===== config.mk =====
export PLATFORM = sky130hd
export DESIGN_NAME = sorted_list_insert_search_core
export DESIGN_NICKNAME = d
export VERILOG_FILES = /design/src/rtl/slis_pkg.sv /design/src/rtl/slis_ram.sv /design/src/rtl/sorted_list_insert_search_core.sv
export SDC_FILE = /design/constraint.sdc
export NUM_CORES = 2
export LEC_CHECK = 0
export BUFFER_PORTS_ARGS = -buffer_cell sky130_fd_sc_hd__buf_4
export CORE_ASPECT_RATIO = 1.25
export CORE_UTILIZATION = 50
export DETAILED_ROUTE_END_ITERATION = 16
export PLACE_DENSITY_LB_ADDON = 0.25
export SLEW_MARGIN = 20
export SYNTH_ARGS = -nofsm -noshare
export SYNTH_HDL_FRONTEND = slang
export SYNTH_HIERARCHICAL = 1
export SYNTH_SLANG_ARGS = --single-unit

===== constraint.sdc =====
create_clock -name i_clk -period 16.3 [get_ports i_clk]
set_input_delay 0.815 -clock i_clk [delete_from_list [all_inputs] [get_ports i_clk]]
set_output_delay 0.815 -clock i_clk [all_outputs]
set_load 0.01 [all_outputs]

===== src/rtl/slis_pkg.sv =====
package slis_pkg;

    // Capacity of the sorted table.
    localparam int DEPTH     = 64;
    localparam int ADDR_W    = $clog2(DEPTH);
    localparam int CNT_W     = $clog2(DEPTH + 1);

    // Fixed payload widths of the channels.
    localparam int VAL_W     = 32;
    localparam int IDX_OUT_W = 6;
    localparam int CNT_OUT_W = 7;

    // Operation codes of an input item.
    localparam logic OP_INSERT = 1'b0;
    localparam logic OP_SEARCH = 1'b1;

endpackage


===== src/rtl/slis_ram.sv =====
module slis_ram #(
    parameter int WIDTH = 32,
    parameter int DEPTH = 64
) (
    input  logic                     i_clk,
    input  logic                     i_wr_en,
    input  logic [$clog2(DEPTH)-1:0] i_wr_addr,
    input  logic [WIDTH-1:0]         i_wr_data,
    input  logic [$clog2(DEPTH)-1:0] i_rd_addr,
    output logic [WIDTH-1:0]         o_rd_data
);

    logic [WIDTH-1:0] r_mem [DEPTH];
    logic [WIDTH-1:0] r_rd_data;

    always_ff @(posedge i_clk) begin
        if (i_wr_en) begin
            r_mem[i_wr_addr] <= i_wr_data;
        end
        r_rd_data <= r_mem[i_rd_addr];
    end

    assign o_rd_data = r_rd_data;

endmodule


===== src/rtl/sorted_list_insert_search_core.sv =====
// Sorted table of signed 32-bit values with insert and search.
// Input channel (i_in_valid / o_in_ready) carries i_op and i_value: an insert
// places the value before the first stored value that is greater or equal,
// a search looks for the first occurrence of the value. Every input transfer
// yields exactly one result transfer on the output channel (o_out_valid /
// i_out_ready) with o_found, o_index, o_count and o_full_res.
// One item is worked on at a time. The table lives in a RAM with one write
// and one registered read port, and the walk touches one entry per cycle.
// A search compares the entries from index 0 upward and stops at the first
// match, a miss compares all stored values. An insert walks from the top
// entry down, moving each larger or equal entry up by one, and then writes
// the value, also when it lands at index 0 (through the state S_PLACE).
// An insert into a full table or any item on an empty table needs no walk.
// The next item can be taken in the cycle after a result is loaded, so a new
// item is taken only once the result of the last one has been loaded.
// The result sits in an output register, so the next item is taken while it
// waits; when the receiver stalls and a second result is ready, the block
// holds it and takes no further item until the register frees.
// Reset empties the table at once (count returns to zero); no clearing pass.
module sorted_list_insert_search_core (
    input  logic                                   i_clk,
    input  logic                                   i_rst_n,
    input  logic                                   i_in_valid,
    output logic                                   o_in_ready,
    input  logic                                   i_op,
    input  logic signed [slis_pkg::VAL_W-1:0]      i_value,
    output logic                                   o_out_valid,
    input  logic                                   i_out_ready,
    output logic                                   o_found,
    output logic        [slis_pkg::IDX_OUT_W-1:0]  o_index,
    output logic        [slis_pkg::CNT_OUT_W-1:0]  o_count,
    output logic                                   o_full_res
);

    localparam int AW = slis_pkg::ADDR_W;
    localparam int CW = slis_pkg::CNT_W;
    localparam int VW = slis_pkg::VAL_W;
    localparam int IW = slis_pkg::IDX_OUT_W;
    localparam int OW = slis_pkg::CNT_OUT_W;

    typedef enum logic [2:0] {
        S_IDLE,
        S_SEARCH,
        S_INSERT,
        S_PLACE,
        S_DONE
    } t_state;

    t_state               r_state, n_state;
    logic [AW-1:0]        r_ptr, n_ptr;
    logic signed [VW-1:0] r_value, n_value;
    logic [CW-1:0]        r_count, n_count;
    logic                 r_res_found, n_res_found;
    logic [AW-1:0]        r_res_index, n_res_index;
    logic                 r_res_full, n_res_full;
    logic                 r_out_valid, n_out_valid;
    logic                 r_out_found, n_out_found;
    logic [AW-1:0]        r_out_index, n_out_index;
    logic [CW-1:0]        r_out_count, n_out_count;
    logic                 r_out_full, n_out_full;

    logic                 wr_en;
    logic [AW-1:0]        wr_addr;
    logic [VW-1:0]        wr_data;
    logic [AW-1:0]        rd_addr;
    logic [VW-1:0]        rd_data;
    logic [AW-1:0]        last_addr;

    slis_ram #(
        .WIDTH (VW),
        .DEPTH (slis_pkg::DEPTH)
    ) u_ram (
        .i_clk     (i_clk),
        .i_wr_en   (wr_en),
        .i_wr_addr (wr_addr),
        .i_wr_data (wr_data),
        .i_rd_addr (rd_addr),
        .o_rd_data (rd_data)
    );

    assign last_addr = AW'(r_count - CW'(1));

    always_comb begin
        n_state     = r_state;
        n_ptr       = r_ptr;
        n_value     = r_value;
        n_count     = r_count;
        n_res_found = r_res_found;
        n_res_index = r_res_index;
        n_res_full  = r_res_full;
        n_out_valid = r_out_valid;
        n_out_found = r_out_found;
        n_out_index = r_out_index;
        n_out_count = r_out_count;
        n_out_full  = r_out_full;
        wr_en       = 1'b0;
        wr_addr     = AW'(r_ptr + AW'(1));
        wr_data     = rd_data;
        rd_addr     = '0;

        if (r_out_valid && i_out_ready) begin
            n_out_valid = 1'b0;
        end

        unique case (r_state)
            S_IDLE: begin
                rd_addr = (i_op == slis_pkg::OP_SEARCH) ? '0 : last_addr;
                if (i_in_valid) begin
                    n_value     = i_value;
                    n_ptr       = rd_addr;
                    n_res_found = 1'b0;
                    n_res_index = '0;
                    n_res_full  = 1'b0;
                    if (i_op == slis_pkg::OP_SEARCH) begin
                        n_state = (r_count == '0) ? S_DONE : S_SEARCH;
                    end else if (r_count == CW'(slis_pkg::DEPTH)) begin
                        n_res_full = 1'b1;
                        n_state    = S_DONE;
                    end else if (r_count == '0) begin
                        wr_en   = 1'b1;
                        wr_addr = '0;
                        wr_data = i_value;
                        n_count = CW'(1);
                        n_state = S_DONE;
                    end else begin
                        n_state = S_INSERT;
                    end
                end
            end
            S_SEARCH: begin
                // The read for the following entry is issued while this one is compared.
                rd_addr = AW'(r_ptr + AW'(1));
                if ($signed(rd_data) == r_value) begin
                    n_res_found = 1'b1;
                    n_res_index = r_ptr;
                    n_state     = S_DONE;
                end else if (CW'(r_ptr) + CW'(1) == r_count) begin
                    n_state = S_DONE;
                end else begin
                    n_ptr = AW'(r_ptr + AW'(1));
                end
            end
            S_INSERT: begin
                // Walking down: entry r_ptr moves up to r_ptr + 1 while r_ptr - 1 is read.
                rd_addr = AW'(r_ptr - AW'(1));
                wr_en   = 1'b1;
                if ($signed(rd_data) >= r_value) begin
                    if (r_ptr == '0) begin
                        n_state = S_PLACE;
                    end else begin
                        n_ptr = AW'(r_ptr - AW'(1));
                    end
                end else begin
                    wr_data     = r_value;
                    n_res_index = AW'(r_ptr + AW'(1));
                    n_count     = CW'(r_count + CW'(1));
                    n_state     = S_DONE;
                end
            end
            S_PLACE: begin
                wr_en       = 1'b1;
                wr_addr     = '0;
                wr_data     = r_value;
                n_res_index = '0;
                n_count     = CW'(r_count + CW'(1));
                n_state     = S_DONE;
            end
            S_DONE: begin
                if (!r_out_valid || i_out_ready) begin
                    n_out_valid = 1'b1;
                    n_out_found = r_res_found;
                    n_out_index = r_res_index;
                    n_out_count = r_count;
                    n_out_full  = r_res_full;
                    n_state     = S_IDLE;
                end
            end
            default: begin
                n_state = S_IDLE;
            end
        endcase
    end

    always_ff @(posedge i_clk) begin
        if (!i_rst_n) begin
            r_state     <= S_IDLE;
            r_count     <= '0;
            r_out_valid <= 1'b0;
        end else begin
            r_state     <= n_state;
            r_count     <= n_count;
            r_out_valid <= n_out_valid;
        end
        r_ptr       <= n_ptr;
        r_value     <= n_value;
        r_res_found <= n_res_found;
        r_res_index <= n_res_index;
        r_res_full  <= n_res_full;
        r_out_found <= n_out_found;
        r_out_index <= n_out_index;
        r_out_count <= n_out_count;
        r_out_full  <= n_out_full;
    end

    assign o_in_ready  = (r_state == S_IDLE);
    assign o_out_valid = r_out_valid;
    assign o_found     = r_out_found;
    assign o_index     = IW'(r_out_index);
    assign o_count     = OW'(r_out_count);
    assign o_full_res  = r_out_full;

endmodule


## Word-level counts from Yosys, hierarchy flattened

Memory sizes are Yosys's and may differ from the RTL's. A register that Yosys moved wholly into a read port is not among the register bits.
Index checks and enable logic that the tools add are counted.

- Bits in writable memories: 2048
- Memories kept: 1
- Bits in read-only memories: 0
- Flip-flop bits (word level): 72
- Word-level logic and storage cells: 111
- Output and inout bits: 17
- Bits in latches: 0

Memory list:

| memory | depth | bits a word | read ports | clocked after Yosys merged registers in | wr ports | line | RTL |
|---|---|---|---|---|---|---|---|
| u_ram.r_mem | 64 | 32 | 1 | 1 | 1 | slis_ram.sv:13 | `logic [WIDTH-1:0] r_mem [DEPTH];` |

- Shifts and indexed selects: 0
- Add/subtract/negate cells: 5
- $mul: 0
- Magnitude comparators: 1
- Divide/modulo/power cells: 0
- Multiplexer cells: 54
- Bitwise logic cells: 0
- Equality and inequality tests: 20
- Reductions and logical operators: 18

Operators with widths:

| kind | number |
|---|---|
| $mux 32 | 5 |
| $pmux 32 s3 | 1 |
| $mux 6 | 13 |
| $pmux 6 s3 | 2 |
| $mux 7 | 5 |
| $eq 32x32->1 | 1 |
| $ge 32x32->1 | 1 |
| $mux 3 | 10 |
| $pmux 6 s4 | 1 |
| $pmux 7 s3 | 1 |
| $ne 2x2->1 const B | 10 |
| $pmux 3 s5 | 1 |
| $mux 1 | 12 |
| $pmux 6 s2 | 1 |
| $reduce_and 6->1 | 2 |
| $sub 6x1->6 const B | 2 |
| $reduce_and 4->1 | 2 |
| $add 6x1->7 const B | 1 |
| $add 7x1->7 const B | 1 |
| $eq 7x7->1 | 1 |
| $eq 7x7->1 const B | 1 |
| $logic_not 7->1 | 1 |
| $add 6x1->6 const B | 1 |
| $eq 3x2->1 const B | 2 |
| 16 further kinds | 20 |

## Longest topological paths before layout

- Depth after elaboration: 8
- Gate-level depth with buffers: 17

## Cells and area by module

The synthesis kept the hierarchy.

Modules (own cells, without submodules):

| module | area each (µm²) | cells each | times used |
|---|---|---|---|
| slis_ram | 78512.8 | 3324 | 1 |
| sorted_list_insert_search_core | 5029.8 | 556 | 1 |

## Least setup slack after synthesis

No wires, ideal clock.

- Path kind: register -> register
- Start: reg r_count[0]
- End: mem u_ram.r_mem[48][0] (enable)
- Data required time: 15.839 ns
- Setup time: 0.461 ns
- Stages on the path, launching flop included: 16
- Path slack: 11.015 ns
- Clock period less this slack: 5.285 ns
- Data arrival time: 4.824 ns
- Cells stage by stage: dfxtp_1 clkbuf_1 inv_1 ha_1 nand3_1 nor3_1 nand2_1 buf_2 a21oi_1 and2_0 clkbuf_1 nor2_1 clkbuf_1 nor2b_1 nand4b_1 nor3_1

- Cells in the longest elaborated chain, start to end: 8
- Elaborated cells on any way between the ends: 14
- Those cells by class: eq/ne: 1; mux: 12; reduce/logical: 1

Ends and longest elaborated chain:

| what | line | RTL |
|---|---|---|
| start, declared | sorted_list_insert_search_core.sv:52 | `logic [CW-1:0] r_count, n_count;` |
| start signal, assigned | sorted_list_insert_search_core.sv:191 | `r_count <= n_count;` |
| $logic_not 7->1 | sorted_list_insert_search_core.sv:119 | `end else if (r_count == '0) begin` |
| $mux 1 | sorted_list_insert_search_core.sv:119 |  |
| $mux 1 (*) | sorted_list_insert_search_core.sv:116 | `end else if (r_count == CW'(slis_pkg::DEPTH)) begin` |
| $mux 1 (*) | sorted_list_insert_search_core.sv:114 | `if (i_op == slis_pkg::OP_SEARCH) begin` |
| $mux 1 (*) | sorted_list_insert_search_core.sv:108 | `if (i_in_valid) begin` |
| $pmux 1 s2 (*) | sorted_list_insert_search_core.sv:105 | `unique case (r_state)` |
| via wr_en | sorted_list_insert_search_core.sv:62 | `logic wr_en;` |
| $mux 1 (*) | slis_ram.sv:17 | `if (i_wr_en) begin` |
| $mux 1 (implied by the code) (*) | slis_ram.sv:18 | `r_mem[i_wr_addr] <= i_wr_data;` |
| end, declared | slis_ram.sv:13 |  |

Mark *: on every way through the listed nets, which the timed path passes. The rest lies on a longest branch.

## Worst setup path after layout

- Start: reg r_state[1]
- End: reg u_ram.r_rd_data[14] (netlist: u_ram/o_rd_data[14]) (read register of u_ram.r_mem)

- Cells in the longest elaborated chain, start to end: 2
- Elaborated cells on any way between the ends: 4
- Those cells by class: eq/ne: 2; mux: 1; reduce/logical: 1

Ends and longest elaborated chain:

| what | line | RTL |
|---|---|---|
| start, declared | sorted_list_insert_search_core.sv:49 | `t_state r_state, n_state;` |
| start signal, assigned | sorted_list_insert_search_core.sv:190 | `r_state <= n_state;` |
| $eq 3x2->1 (tied with other cells) | sorted_list_insert_search_core.sv:105 |  |
| $pmux 6 s3 (*) | sorted_list_insert_search_core.sv:105 |  |
| via rd_addr[2] | sorted_list_insert_search_core.sv:65 | `logic [AW-1:0] rd_addr;` |
| end, declared | slis_ram.sv:14 | `logic [WIDTH-1:0] r_rd_data;` |

Marked as above.
A chain may end at the register's enable or synchronous reset.

==> flow_metrics.tcl <==
set metrics [dict create \
    drive_above_1_share_pct 26.46 \
    post-cts-setup-buffers 0 \
    regArea_um2 64190 \
    synth_simple_gate_area_share_pct 2.002 \
    synth_area_um2 83540 \
    fin_crit_ps 5855 \
    wl_per_cell_um 33.11 \
    end_kind "flip-flop" \
    synth_compound_area_share_pct 3.175 \
    yosys.area_share.adder_pct 0.5541 \
    mostFrequentLayoutCells "edfxtp_1 (2,109), mux4_2 (544), clkbuf_16 (198), buf_4 (174), a21oi_1 (134)" \
    relSlewSlack_pct 30.44 \
    drc 0 \
    first_pass_iters 6 \
    p_leak_nw 29.14 \
    synthXorXnorAreaFrac_pct 0.1782 \
    area_growth_pct 12.18 \
    cts_resized 0 \
    die_h_um 459.0 \
    cts_sinks 2152 \
    cts_tree "yes" \
    die_w_um 367.6 \
    synth.distinct_cells 64 \
    synth_area_per_cell_um2 21.53 \
    cp-start-kind "flip-flop" \
    rsz0062_at_grt "false" \
    powerDensity_nw_per_um2 215.0 \
    antenna_found_initial 3 \
    synth_edf_count 2109 \
    async_reset_ff_share_pct 0 \
    fin_skew_ps 38.23 \
    grt.total_usage_pct 25.30 \
    grt_pass1_wl_mm 301.5 \
    core_um2 165700 \
    final_common_cell "edfxtp_1" \
    synth_cells 3880 \
    timing.final.hold_violations 0 \
    setup_viol 0 \
    viasPerCell 6.421 \
    cts_hold_buf 0 \
    min_period_over_period_pct 35.92 \
    hp-class "in -> reg" \
    status "complete, no violations" \
    critPathRequiredTime_ps 17080 \
    io_pins 54 \
    multiInputGateArea_um2 18850 \
    synth_warnings 6 \
    cts_buffers 196 \
    fillers 12070 \
    syn_nets 3954 \
    grt_pass1_vias 41110 \
    ir_drop_mv 0.2701 \
    wl_mm 212.2 \
    grt_max_degree 146 \
    initial_utilization_pct 50.42 \
    ys_seq_area_share_pct 76.84 \
    drv_slew 0 \
    num_rows 167 \
    tns_ps 0 \
    h-tree-depth 4 \
    ys_ff_latch 2152 \
    gp_congestion 0.9148 \
    hpwl_mm 116.5 \
    clk_pin_slew_ps 70 \
    drtIter0Drc 4980 \
    worstSkewPairLatency_ps 860 \
    vias 41150 \
    io_buffer_count 53 \
    fmax_mhz 170.8 \
    dieArea_um2 168700 \
    finalNetCount 4112 \
    synth_ff_type "edfxtp_1" \
    postRouteAntennaNets 0 \
    critPathMaxFanout 101 \
    worst_slew_pin_slew_ps 1039 \
    cts.path.max_buffers 3 \
    grt_overflow 0 \
    synth.mux.area_fraction_pct 15.79 \
    maxCapViolations 0 \
    cp.arrival_ps 6630 \
    hold_slack_ps 172.4 \
    crit_type "reg -> reg" \
    synth_top_family_by_area "multiplexers" \
    cts_root_buf "clkbuf_16" \
]
[cell usage after synthesis, drive strengths merged, types with 23 or more instances]
library cell / number / area (um2)
nand3: 23 / 115.1
inv: 45 / 168.9
nor2: 172 / 645.6
nand2: 57 / 214.0
o21ai: 55 / 279.0
o221ai: 27 / 236.5
edfxtp: 2109 / 63330
clkbuf: 109 / 409.1
a21oi: 135 / 675.7
dfxtp: 43 / 860.8
buf: 112 / 643.1
mux4: 544 / 12250
ha: 37 / 462.9
a221o: 33 / 330.3
mux2i: 94 / 940.9
o22ai: 86 / 538.0
[sequential cells by signal, indices dropped and copies added, names as in the netlist]
| name | flops |
|---|---|
| r_count | 7 |
| r_res_full | 1 |
| o_found | 1 |
| o_out_valid | 1 |
| r_value | 32 |
| o_index | 6 |
| u_ram/o_rd_data | 32 |
| r_res_index | 6 |
| u_ram/r_mem | 2048 |
| r_ptr | 6 |
| o_count | 7 |
| r_state | 3 |
| r_res_found | 1 |
| o_full_res | 1 |
[path summary, 6_finish.rpt]
check                           slack (ps)             endpoint            from  cells after the start
worst max-delay path                 10440  u_ram/o_rd_data[14]      r_state[1]                     13
worst min-delay path                   170          r_value[24]     i_value[24]                      1
worst max register to register       10440  u_ram/o_rd_data[14]      r_state[1]                     13
worst min register to register         420           o_index[3]  r_res_index[3]                      0
[report_power, final]
group | total, mW | switching [mW] | internal (mW)
registers | 8.17 | 0.251 | 7.92
logic | 7.45 | 4.84 | 2.62
clock network | 4.53 | 2.03 | 2.50
[metrics by stage]
step	setup slack [ps]	utilization [%]	cell area [um2]	power, mW	instances
final	10440	56.56	93720	20.15	6409
after global routing	10020	56.56	93710	20.85	6408
after CTS	10410	56.45	93540	20.19	6405
after detailed placement	10080	52.65	87240	15.71	6035
after global placement	10000	52.64	87220	15.56	6035
after floorplan	11010	-	83540	12.93	3880
[metal layers]
| layer | global-route usage [%] | share of wire, % |
|---|---|---|
| met2 | 41.34 | 49 |
| met1 | 34.79 | 38 |
| met4 | 8.583 | 3.3 |
| met5 | 0 | 0 |
| met3 | 4.216 | 8.9 |
[worst max-delay path, stage by stage (launching register included)]
cell and delay [ps]:
dfxtp_1 500, inv_1 210, or3_1 540, o22a_1 280
a21oi_1 230, a21o_4 560, buf_12 620, buf_4 710
buf_4 660, mux4_2 340, o221ai_1 130, a21oi_1 540
a21oi_1 110, nor2_1 110
[logic make-up after synthesis]
logic type	after synthesis
AND/OR/NAND/NOR	360
XOR/XNOR	17
AO/OA/AOI/OAI	410
flip-flops	2152
adder cells (fa/ha/maj)	37
multiplexers	638
buffers and inverters	266
[area by class of cell]
cell class | instances | share of cell area (%)
flip-flops and latches | 2152 | 68.49
repair buffers | 181 | 1.559
inverters | 45 | 0.1802
clock buffers | 255 | 5.569
well taps | 2197 | 2.933
diodes | 2 | 0.005340
clock inverters | 115 | 1.149
multi-input cells | 1462 | 20.11
Power figures use the tool's default switching activity.
